[src/rtl/dedp_pkg.sv]
package dedp_pkg;

    localparam int MAX_DIGITS_DEF = 3;

    localparam logic [15:0] PWM_PERIOD_RST  = 16'd1000;
    localparam logic [6:0]  GREEN_RATIO_RST = 7'd45;
    localparam logic [15:0] IDLE_LIMIT_RST  = 16'd300;

    localparam logic [6:0]  PERCENT_MAX = 7'd100;

    // Division by 100 as a multiplication by ceil(2^30 / 100) and a shift.
    // Exact for dividends below 2^23, which covers every dividend used here.
    localparam int          MAC_W       = 24;
    localparam int          RECIP_SHIFT = 30;
    localparam logic [23:0] RECIP_100   = 24'd10737419;

    localparam logic [7:0] CH_ZERO = 8'h30;
    localparam logic [7:0] CH_NINE = 8'h39;
    localparam logic [7:0] CH_CR   = 8'h0D;
    localparam logic [7:0] CH_LF   = 8'h0A;
    localparam logic [7:0] CH_SP   = 8'h20;
    localparam logic [7:0] CH_TAB  = 8'h09;
    localparam logic [7:0] CH_BS   = 8'h08;
    localparam logic [7:0] CH_DEL  = 8'h7F;

    localparam logic FUNC_CHAR = 1'b0;
    localparam logic FUNC_TICK = 1'b1;

    localparam logic STATUS_APPLIED = 1'b0;
    localparam logic STATUS_INVALID = 1'b1;

    typedef enum logic [1:0] {
        REG_PWM_PERIOD  = 2'd0,
        REG_GREEN_RATIO = 2'd1,
        REG_IDLE_LIMIT  = 2'd2
    } cfg_reg_t;

    typedef struct packed {
        logic fire;
        logic bad;
    } commit_t;

endpackage

[src/rtl/dedp_mac.sv]
module dedp_mac (
    input  logic                             clk,
    input  logic                             en,
    input  logic [dedp_pkg::MAC_W-1:0]       a,
    input  logic [dedp_pkg::MAC_W-1:0]       b,
    input  logic [3:0]                       c,
    output logic [2*dedp_pkg::MAC_W-1:0]     p
);

    localparam int PW = 2 * dedp_pkg::MAC_W;

    logic [PW-1:0] p_reg;
    logic [PW-1:0] p_next;

    assign p_next = PW'(a) * PW'(b) + PW'(c);
    assign p      = p_reg;

    always_ff @(posedge clk)
    begin
        if (en)
        begin
            p_reg <= p_next;
        end
    end

endmodule

[src/rtl/dedp_entry.sv]
module dedp_entry #(
    parameter int MAX_DIGITS = dedp_pkg::MAX_DIGITS_DEF,
    localparam int CW = $clog2(MAX_DIGITS + 1),
    localparam int IW = (MAX_DIGITS > 1) ? $clog2(MAX_DIGITS) : 1
) (
    input  logic                     clk,
    input  logic                     rst_n,
    input  logic                     accept,
    input  logic                     func,
    input  logic [7:0]               char_code,
    input  logic [15:0]              idle_limit,
    input  logic [IW-1:0]            rd_idx,
    output logic [3:0]               rd_digit,
    output dedp_pkg::commit_t        evt,
    output logic [CW-1:0]            evt_count
);

    localparam logic [CW-1:0] COUNT_MAX = CW'(MAX_DIGITS);

    logic [3:0]    digit_store [MAX_DIGITS];
    logic [CW-1:0] digit_count_reg;
    logic [CW-1:0] digit_count_next;
    logic          entry_bad_reg;
    logic          entry_bad_next;
    logic [15:0]   idle_count_reg;
    logic [15:0]   idle_count_next;
    logic          pending;
    logic          is_digit;
    logic          is_space;
    logic          is_erase;
    logic          store_we;
    logic          fire;

    assign pending  = (digit_count_reg != '0) || entry_bad_reg;
    assign is_digit = (char_code >= dedp_pkg::CH_ZERO) && (char_code <= dedp_pkg::CH_NINE);
    assign is_space = (char_code == dedp_pkg::CH_CR) || (char_code == dedp_pkg::CH_LF) ||
                      (char_code == dedp_pkg::CH_SP) || (char_code == dedp_pkg::CH_TAB);
    assign is_erase = (char_code == dedp_pkg::CH_BS) || (char_code == dedp_pkg::CH_DEL);

    always_comb
    begin
        digit_count_next = digit_count_reg;
        entry_bad_next   = entry_bad_reg;
        idle_count_next  = idle_count_reg;
        store_we         = 1'b0;
        fire             = 1'b0;
        if (accept)
        begin
            if (func == dedp_pkg::FUNC_TICK)
            begin
                if (idle_count_reg != 16'hFFFF)
                begin
                    idle_count_next = idle_count_reg + 16'd1;
                end
                fire = pending && (idle_count_next >= idle_limit);
            end
            else
            begin
                idle_count_next = '0;
                priority if (is_digit)
                begin
                    if (!entry_bad_reg)
                    begin
                        if (digit_count_reg < COUNT_MAX)
                        begin
                            store_we         = 1'b1;
                            digit_count_next = digit_count_reg + CW'(1);
                        end
                        else
                        begin
                            entry_bad_next = 1'b1;
                        end
                    end
                end
                else if (is_space)
                begin
                    fire = pending;
                end
                else if (is_erase)
                begin
                    if (entry_bad_reg)
                    begin
                        digit_count_next = '0;
                        entry_bad_next   = 1'b0;
                    end
                    else if (digit_count_reg != '0)
                    begin
                        digit_count_next = digit_count_reg - CW'(1);
                    end
                end
                else
                begin
                    entry_bad_next = 1'b1;
                end
            end
            if (fire)
            begin
                digit_count_next = '0;
                entry_bad_next   = 1'b0;
            end
        end
    end

    assign evt.fire  = fire;
    assign evt.bad   = entry_bad_reg;
    assign evt_count = digit_count_reg;
    assign rd_digit  = digit_store[rd_idx];

    always_ff @(posedge clk or negedge rst_n)
    begin
        if (!rst_n)
        begin
            digit_count_reg <= '0;
            entry_bad_reg   <= 1'b0;
            idle_count_reg  <= '0;
        end
        else
        begin
            digit_count_reg <= digit_count_next;
            entry_bad_reg   <= entry_bad_next;
            idle_count_reg  <= idle_count_next;
        end
    end

    always_ff @(posedge clk)
    begin
        if (store_we)
        begin
            digit_store[digit_count_reg[IW-1:0]] <= 4'(char_code - dedp_pkg::CH_ZERO);
        end
    end

    a_count_bound: assert property (@(posedge clk) disable iff (!rst_n)
        digit_count_reg <= COUNT_MAX)
        else $error("Digit count exceeds its maximum.");

    a_commit_clears: assert property (@(posedge clk) disable iff (!rst_n)
        fire |=> (digit_count_reg == '0) && !entry_bad_reg)
        else $error("Entry not cleared after a commit.");

    a_fire_pending: assert property (@(posedge clk) disable iff (!rst_n)
        fire |-> pending)
        else $error("Commit without a pending entry.");

endmodule

[src/rtl/decimal_entry_to_dual_pwm_unit.sv]
// Decimal entry to dual PWM compare values. Each input word is a character
// or a one-millisecond tick; a word that does not commit the entry leaves
// tready high. A committing word keeps tready low while the single shared
// 24 x 24 multiply-add unit builds the decimal value one digit per cycle and
// then forms both compare values, each division by 100 done as a reciprocal
// multiplication; an invalid entry ends these steps early or skips them. The
// result waits in an output register; a new commit holds in its last step
// until that register is free.
module decimal_entry_to_dual_pwm_unit #(
    parameter int MAX_DIGITS = dedp_pkg::MAX_DIGITS_DEF
) (
    input  logic        clk,
    input  logic        rst_n,
    input  logic        s_axis_tvalid,
    output logic        s_axis_tready,
    input  logic [7:0]  s_axis_tdata,   // char_code[7:0]
    input  logic [0:0]  s_axis_tuser,   // func[0]
    output logic        m_axis_tvalid,
    input  logic        m_axis_tready,
    output logic [39:0] m_axis_tdata,   // percent[6:0], red_compare[22:7],
                                        // green_compare[38:23], zero[39]
    output logic [0:0]  m_axis_tuser,   // status[0]
    input  logic        cfg_we,
    input  logic [1:0]  cfg_idx,
    input  logic [15:0] cfg_wdata
);

    localparam int CW = $clog2(MAX_DIGITS + 1);
    localparam int IW = (MAX_DIGITS > 1) ? $clog2(MAX_DIGITS) : 1;
    localparam int MW = dedp_pkg::MAC_W;
    localparam int SH = dedp_pkg::RECIP_SHIFT;

    typedef enum logic [3:0] {
        ST_IDLE,
        ST_ACC,
        ST_CHK,
        ST_RDIV,
        ST_GMUL,
        ST_GDIV,
        ST_GSCL,
        ST_GSDIV,
        ST_FIN,
        ST_HOLD
    } state_t;

    state_t        state_reg;
    logic [15:0]   period_reg;
    logic [6:0]    ratio_reg;
    logic [15:0]   limit_reg;
    logic [CW-1:0] idx_reg;
    logic [CW-1:0] cnt_reg;
    logic          invalid_reg;
    logic [6:0]    value_reg;
    logic [15:0]   red_reg;
    logic [15:0]   green_reg;
    logic          out_valid_reg;
    logic [39:0]   out_data_reg;
    logic          out_user_reg;

    logic              accept;
    dedp_pkg::commit_t evt;
    logic [CW-1:0]     evt_count;
    logic [3:0]        rd_digit;
    logic [6:0]        ratio_sat;
    logic              mac_en;
    logic [MW-1:0]     mac_a;
    logic [MW-1:0]     mac_b;
    logic [3:0]        mac_c;
    logic [2*MW-1:0]   mac_p;
    logic [MW-1:0]     p_low;
    logic [15:0]       quot;
    logic              slot_free;

    assign s_axis_tready = (state_reg == ST_IDLE);
    assign accept        = s_axis_tvalid && s_axis_tready;
    assign ratio_sat     = (ratio_reg > dedp_pkg::PERCENT_MAX) ? dedp_pkg::PERCENT_MAX
                                                               : ratio_reg;
    assign p_low         = mac_p[MW-1:0];
    assign quot          = mac_p[SH+15:SH];
    assign slot_free     = !out_valid_reg || m_axis_tready;

    dedp_entry #(
        .MAX_DIGITS (MAX_DIGITS)
    ) u_entry (
        .clk        (clk),
        .rst_n      (rst_n),
        .accept     (accept),
        .func       (s_axis_tuser[0]),
        .char_code  (s_axis_tdata),
        .idle_limit (limit_reg),
        .rd_idx     (idx_reg[IW-1:0]),
        .rd_digit   (rd_digit),
        .evt        (evt),
        .evt_count  (evt_count)
    );

    dedp_mac u_mac (
        .clk (clk),
        .en  (mac_en),
        .a   (mac_a),
        .b   (mac_b),
        .c   (mac_c),
        .p   (mac_p)
    );

    always_comb
    begin
        mac_en = 1'b1;
        mac_a  = '0;
        mac_b  = '0;
        mac_c  = '0;
        unique case (state_reg)
            ST_ACC:
            begin
                mac_a = (idx_reg == '0) ? '0 : p_low;
                mac_b = MW'(10);
                mac_c = rd_digit;
            end
            ST_CHK:
            begin
                mac_a = MW'(period_reg);
                mac_b = p_low;
            end
            ST_RDIV, ST_GDIV, ST_GSDIV:
            begin
                mac_a = p_low;
                mac_b = dedp_pkg::RECIP_100;
            end
            ST_GMUL:
            begin
                mac_a = MW'(value_reg);
                mac_b = MW'(ratio_sat);
            end
            ST_GSCL:
            begin
                mac_a = MW'(period_reg);
                mac_b = MW'(mac_p[SH+6:SH]);
            end
            default:
            begin
                mac_en = 1'b0;
            end
        endcase
    end

    always_ff @(posedge clk or negedge rst_n)
    begin
        if (!rst_n)
        begin
            period_reg    <= dedp_pkg::PWM_PERIOD_RST;
            ratio_reg     <= dedp_pkg::GREEN_RATIO_RST;
            limit_reg     <= dedp_pkg::IDLE_LIMIT_RST;
        end
        else if (cfg_we)
        begin
            if (cfg_idx == dedp_pkg::REG_PWM_PERIOD)
            begin
                period_reg <= cfg_wdata;
            end
            if (cfg_idx == dedp_pkg::REG_GREEN_RATIO)
            begin
                ratio_reg <= cfg_wdata[6:0];
            end
            if (cfg_idx == dedp_pkg::REG_IDLE_LIMIT)
            begin
                limit_reg <= cfg_wdata;
            end
        end
    end

    always_ff @(posedge clk or negedge rst_n)
    begin
        if (!rst_n)
        begin
            state_reg     <= ST_IDLE;
            idx_reg       <= '0;
            cnt_reg       <= '0;
            invalid_reg   <= 1'b0;
            value_reg     <= '0;
            red_reg       <= '0;
            green_reg     <= '0;
            out_valid_reg <= 1'b0;
            out_data_reg  <= '0;
            out_user_reg  <= 1'b0;
        end
        else
        begin
            if (out_valid_reg && m_axis_tready && (state_reg != ST_HOLD))
            begin
                out_valid_reg <= 1'b0;
            end
            unique case (state_reg)
                ST_IDLE:
                begin
                    if (accept && evt.fire)
                    begin
                        cnt_reg     <= evt_count;
                        idx_reg     <= '0;
                        invalid_reg <= evt.bad || (evt_count == '0);
                        state_reg   <= (evt.bad || (evt_count == '0)) ? ST_HOLD : ST_ACC;
                    end
                end
                ST_ACC:
                begin
                    idx_reg <= idx_reg + CW'(1);
                    if ((idx_reg + CW'(1)) == cnt_reg)
                    begin
                        state_reg <= ST_CHK;
                    end
                end
                ST_CHK:
                begin
                    value_reg <= p_low[6:0];
                    if (p_low > MW'(dedp_pkg::PERCENT_MAX))
                    begin
                        invalid_reg <= 1'b1;
                        state_reg   <= ST_HOLD;
                    end
                    else
                    begin
                        state_reg <= ST_RDIV;
                    end
                end
                ST_RDIV:
                begin
                    state_reg <= ST_GMUL;
                end
                ST_GMUL:
                begin
                    red_reg   <= period_reg - quot;
                    state_reg <= ST_GDIV;
                end
                ST_GDIV:
                begin
                    state_reg <= ST_GSCL;
                end
                ST_GSCL:
                begin
                    state_reg <= ST_GSDIV;
                end
                ST_GSDIV:
                begin
                    state_reg <= ST_FIN;
                end
                ST_FIN:
                begin
                    green_reg <= period_reg - quot;
                    state_reg <= ST_HOLD;
                end
                ST_HOLD:
                begin
                    if (slot_free)
                    begin
                        out_valid_reg <= 1'b1;
                        if (invalid_reg)
                        begin
                            out_user_reg <= dedp_pkg::STATUS_INVALID;
                            out_data_reg <= '0;
                        end
                        else
                        begin
                            out_user_reg <= dedp_pkg::STATUS_APPLIED;
                            out_data_reg <= {1'b0, green_reg, red_reg, value_reg};
                        end
                        state_reg <= ST_IDLE;
                    end
                end
                default:
                begin
                    state_reg <= ST_IDLE;
                end
            endcase
        end
    end

    assign m_axis_tvalid   = out_valid_reg;
    assign m_axis_tdata    = out_data_reg;
    assign m_axis_tuser[0] = out_user_reg;

    a_invalid_zero: assert property (@(posedge clk) disable iff (!rst_n)
        m_axis_tvalid && (m_axis_tuser[0] == dedp_pkg::STATUS_INVALID)
        |-> (m_axis_tdata == '0))
        else $error("Invalid result carries a nonzero payload.");

    a_applied_range: assert property (@(posedge clk) disable iff (!rst_n)
        m_axis_tvalid && (m_axis_tuser[0] == dedp_pkg::STATUS_APPLIED)
        |-> (m_axis_tdata[6:0] <= dedp_pkg::PERCENT_MAX) &&
            (m_axis_tdata[38:23] >= m_axis_tdata[22:7]))
        else $error("Applied result out of range or green above red duty.");

    a_commit_starts: assert property (@(posedge clk) disable iff (!rst_n)
        accept && evt.fire |=> (state_reg == ST_ACC) || (state_reg == ST_HOLD))
        else $error("Commit did not start the sequencer.");

    a_hold_loads: assert property (@(posedge clk) disable iff (!rst_n)
        (state_reg == ST_HOLD) && slot_free |=> m_axis_tvalid)
        else $error("Result not presented after the final step.");

endmodule
[config.mk]
export PLATFORM = sky130hd
export DESIGN_NAME = decimal_entry_to_dual_pwm_unit
export DESIGN_NICKNAME = d
export VERILOG_FILES = /design/src/rtl/dedp_pkg.sv /design/src/rtl/dedp_mac.sv /design/src/rtl/dedp_entry.sv /design/src/rtl/decimal_entry_to_dual_pwm_unit.sv
export SDC_FILE = /design/constraint.sdc
export NUM_CORES = 2
export LEC_CHECK = 0
export BUFFER_PORTS_ARGS = -buffer_cell sky130_fd_sc_hd__buf_2
export CORE_MARGIN = 4
export CORE_UTILIZATION = 50
export CTS_BUF_LIST = sky130_fd_sc_hd__clkbuf_4
export CTS_CLUSTER_DIAMETER = 150
export DETAILED_ROUTE_END_ITERATION = 8
export PLACE_DENSITY = 0.75
export SYNTH_ARGS = -nofsm -noshare
export SYNTH_HDL_FRONTEND = slang
export SYNTH_SLANG_ARGS = --single-unit
[constraint.sdc]
create_clock -name clk -period 11.5 [get_ports clk]
set_input_delay 0.575 -clock clk [delete_from_list [all_inputs] [get_ports clk]]
set_output_delay 0.575 -clock clk [all_outputs]
set_load 0.01 [all_outputs]
==> reports/metrics.cfg <==
[clock_tree]
clock-sinks = 199
clk_transition_reported_paths_ps = 170
htree_num_levels = 4
cts_tree = yes
clockBufferDepth = 2
cts_setup_buffers = 0
cts-root-buf = clkbuf_4
cts_made_buffers = 17
clk_latency_ps = 620

[sta]
fmax_mhz = 108.0
hold_violations = 0
fin_skew_ps = 35.66
fin_crit_ps = 9255
rsz0062_at_grt = no
maxSlewHeadroom_pct = 19.18
tns_ps = 0
setup_viol = 0
finalCritPeriodShare_pct = 80.48
slew_viol_final = 0
tightest_slew_ps = 1212

[critical_path]
start_kind = flip-flop
slowest_delay_ps = 590
crit_arrival_ps = 9610
end_kind = flip-flop
cp_slowest_cell = dfrtp_1
path_class = reg2reg
critPathMaxFanout = 34
cp.required_ps = 11860
crit_path_frequent_cell = fa_1

[global_route]
grt_pass1_wl_um = 116300
grt_pass1_vias = 21290
overflow = 0
antenna_found_initial = 2
grt_max_degree = 80
grtUsageTotal_pct = 24.88

[placement]
portBuffers = 73
gp_congestion = 0.9264
place_hpwl_um = 57880

[floorplanning]
core-area_um2 = 55090
ios = 75
die_h_um = 243.8
rows = 86
die_w_um = 243.8
start_util_pct = 50.44
die_area_um2 = 59410

[routing]
drtPass1Iterations = 7
drcViolationCount = 0
drtIter0Drc = 1751
routed_via_density = 5.345
routedWlPerCell_um = 18.66
ant_nets = 0
vias = 20700
routed_wl_um = 72270

[min_path]
hp-class = in2reg

[finish]
multiInputGateArea_um2 = 19830
final.fill_count = 4984
final_layout_size_suffix_gt1_share_pct = 7.079
regArea_um2 = 5258
largest_register_ffs = 40
finalNetCount = 3828
area_growth_pct = 6.141

[logic_synthesis]
ys_ff_latch = 199
ys.flop_type = dfrtp_1
ys_seq_area_share_pct = 18.92
async_reset_ff_share_pct = 73.87
synth_area_per_cell_um2 = 9.205
synth_top_area_share_pct = 34.94
ys_warn_count = 0
synth_area_leaders = fa_1 (35%), dfrtp_1 (12%), inv_1 (9.3%)
synth_area_leader_cell = fa_1
netlist_area_um2 = 27790
ys_types = 80
synth_edf_count = 52
syn_inst = 3019

[job]
maxCapViolCount = 0

[status]
outcome = complete, no violations

[layer usage]
| layer | wire length [um] | share of wire (%) | vias up | global-route usage (%) |
|---|---|---|---|---|
| met3 | 5717 | 7.9 | 157 | 4.380 |
| met1 | 29750 | 41 | 10370 | 34.43 |
| met4 | 2618 | 3.6 | 0 | 7.966 |
| met2 | 34180 | 47 | 832 | 40.24 |
| li1 | - | - | 9339 | - |
| met5 | 0 | 0 | - | 0 |
[layout by cell type, fill, tap and decap left out, drive strengths merged, types with 4 or more instances in the layout]
master  count
mux2       53
nand2     413
o21a       16
clkinv      4
o211ai     11
nor3b       4
dfstp      14
nand3      31
and3        9
a22oi      16
o31ai      17
xnor2      45
nor3       20
o21bai      8
nand2b     51
nor2      219
a21oi      82
conb       88
nor4        4
fa        485
inv       699
a31oi       4
a22o       11
buf       102
dfrtp     133
or3         6
clkbuf     18
a211oi      8
ha        202
a311oi      4
nand3b      5
and2       48
o21ai     111
edfxtp     52
nor2b       5
mux2i      11
xor2       18
nand4      11
a21o       40
[cell families after synthesis]
group,after synthesis,share of synthesized area [%]
other,2,0.02702
multiplexers,64,2.544
AND/OR/NAND/NOR,837,13.10
buffers and inverters,808,10.95
AO/OA/AOI/OAI,359,8.442
adder cells (fa/ha/maj),687,44.03
XOR/XNOR,63,1.986
flip-flops,199,18.92
[synth_stat cells, types with 17 or more instances]
master / count
ha_1: 202
fa_1: 485
nand3_1: 31
clkbuf_1: 107
nand2_1: 413
xnor2_1: 45
nand2b_1: 51
edfxtp_1: 52
o21ai_0: 106
mux2_2: 53
nor3_1: 20
dfrtp_1: 133
and2_1: 46
nor2_1: 219
xor2_1: 18
o31ai_1: 17
a21o_1: 40
inv_1: 690
a21oi_1: 81
[worst max-delay path: cells and delay by family, from the launching register on]
| family | cells | cell delay (ps) |
|---|---|---|
| compound gates | 6 | 1500 |
| fa+ha+maj | 8 | 3850 |
| buf+inv | 8 | 1080 |
| simple gates | 6 | 1770 |
| xor+xnor | 1 | 140 |
| flops | 1 | 590 |
[through the flow]
stage	utilization, %	area [um2]	worst slack, ps	cells	hold slack [ps]
after floorplan	-	28110	3552	3105	279.4
after global placement	53.01	29210	2613	3837	457.7
after detailed placement	53.01	29210	2402	3837	464.7
after CTS	53.53	29490	2351	3870	188.2
after global routing	53.53	29490	1753	3871	169.7
final	53.54	29500	2245	3872	220.5
[final timing paths]
path                                             start  depth (start not counted)  slack (ps)                               endpoint
setup / recovery              state_reg[3]$_DFFE_PN0P_                         29        2240                  u_mac.p[45]$_DFFE_PP_
hold / removal                            cfg_wdata[7]                          2         220              period_reg[7]$_DFFE_PN1P_
setup reg to reg              state_reg[3]$_DFFE_PN0P_                         29        2240                  u_mac.p[45]$_DFFE_PP_
hold reg to reg            m_axis_tdata[4]$_DFFE_PN0P_                          2         490            m_axis_tdata[4]$_DFFE_PN0P_
max in group asynchronous                        rst_n                          3        9560            m_axis_tdata[1]$_DFFE_PN0P_
min in group asynchronous                        rst_n                          2         510  u_entry.idle_count_reg[6]$_DFFE_PN0P_
[timing repair]
item | 4_1_cts | 5_1_grt
hold buffers | 1 | 0
endpoints found under the hold margin | 58 | 0
gates resized for setup | 0 | 0
[area by class of cell]
| type | count | share of cell area [%] |
|---|---|---|
| clock buffers | 18 | 0.4581 |
| flip-flops and latches | 199 | 17.82 |
| repair buffers | 103 | 2.032 |
| clock inverters | 14 | 0.4709 |
| well taps | 748 | 3.173 |
| inverters | 690 | 8.781 |
| multi-input cells | 2098 | 67.24 |
| diodes | 2 | 0.01697 |
Power is not shown: default switching activity piles up to over one toggle a cycle in this logic, so the estimate is an artifact.
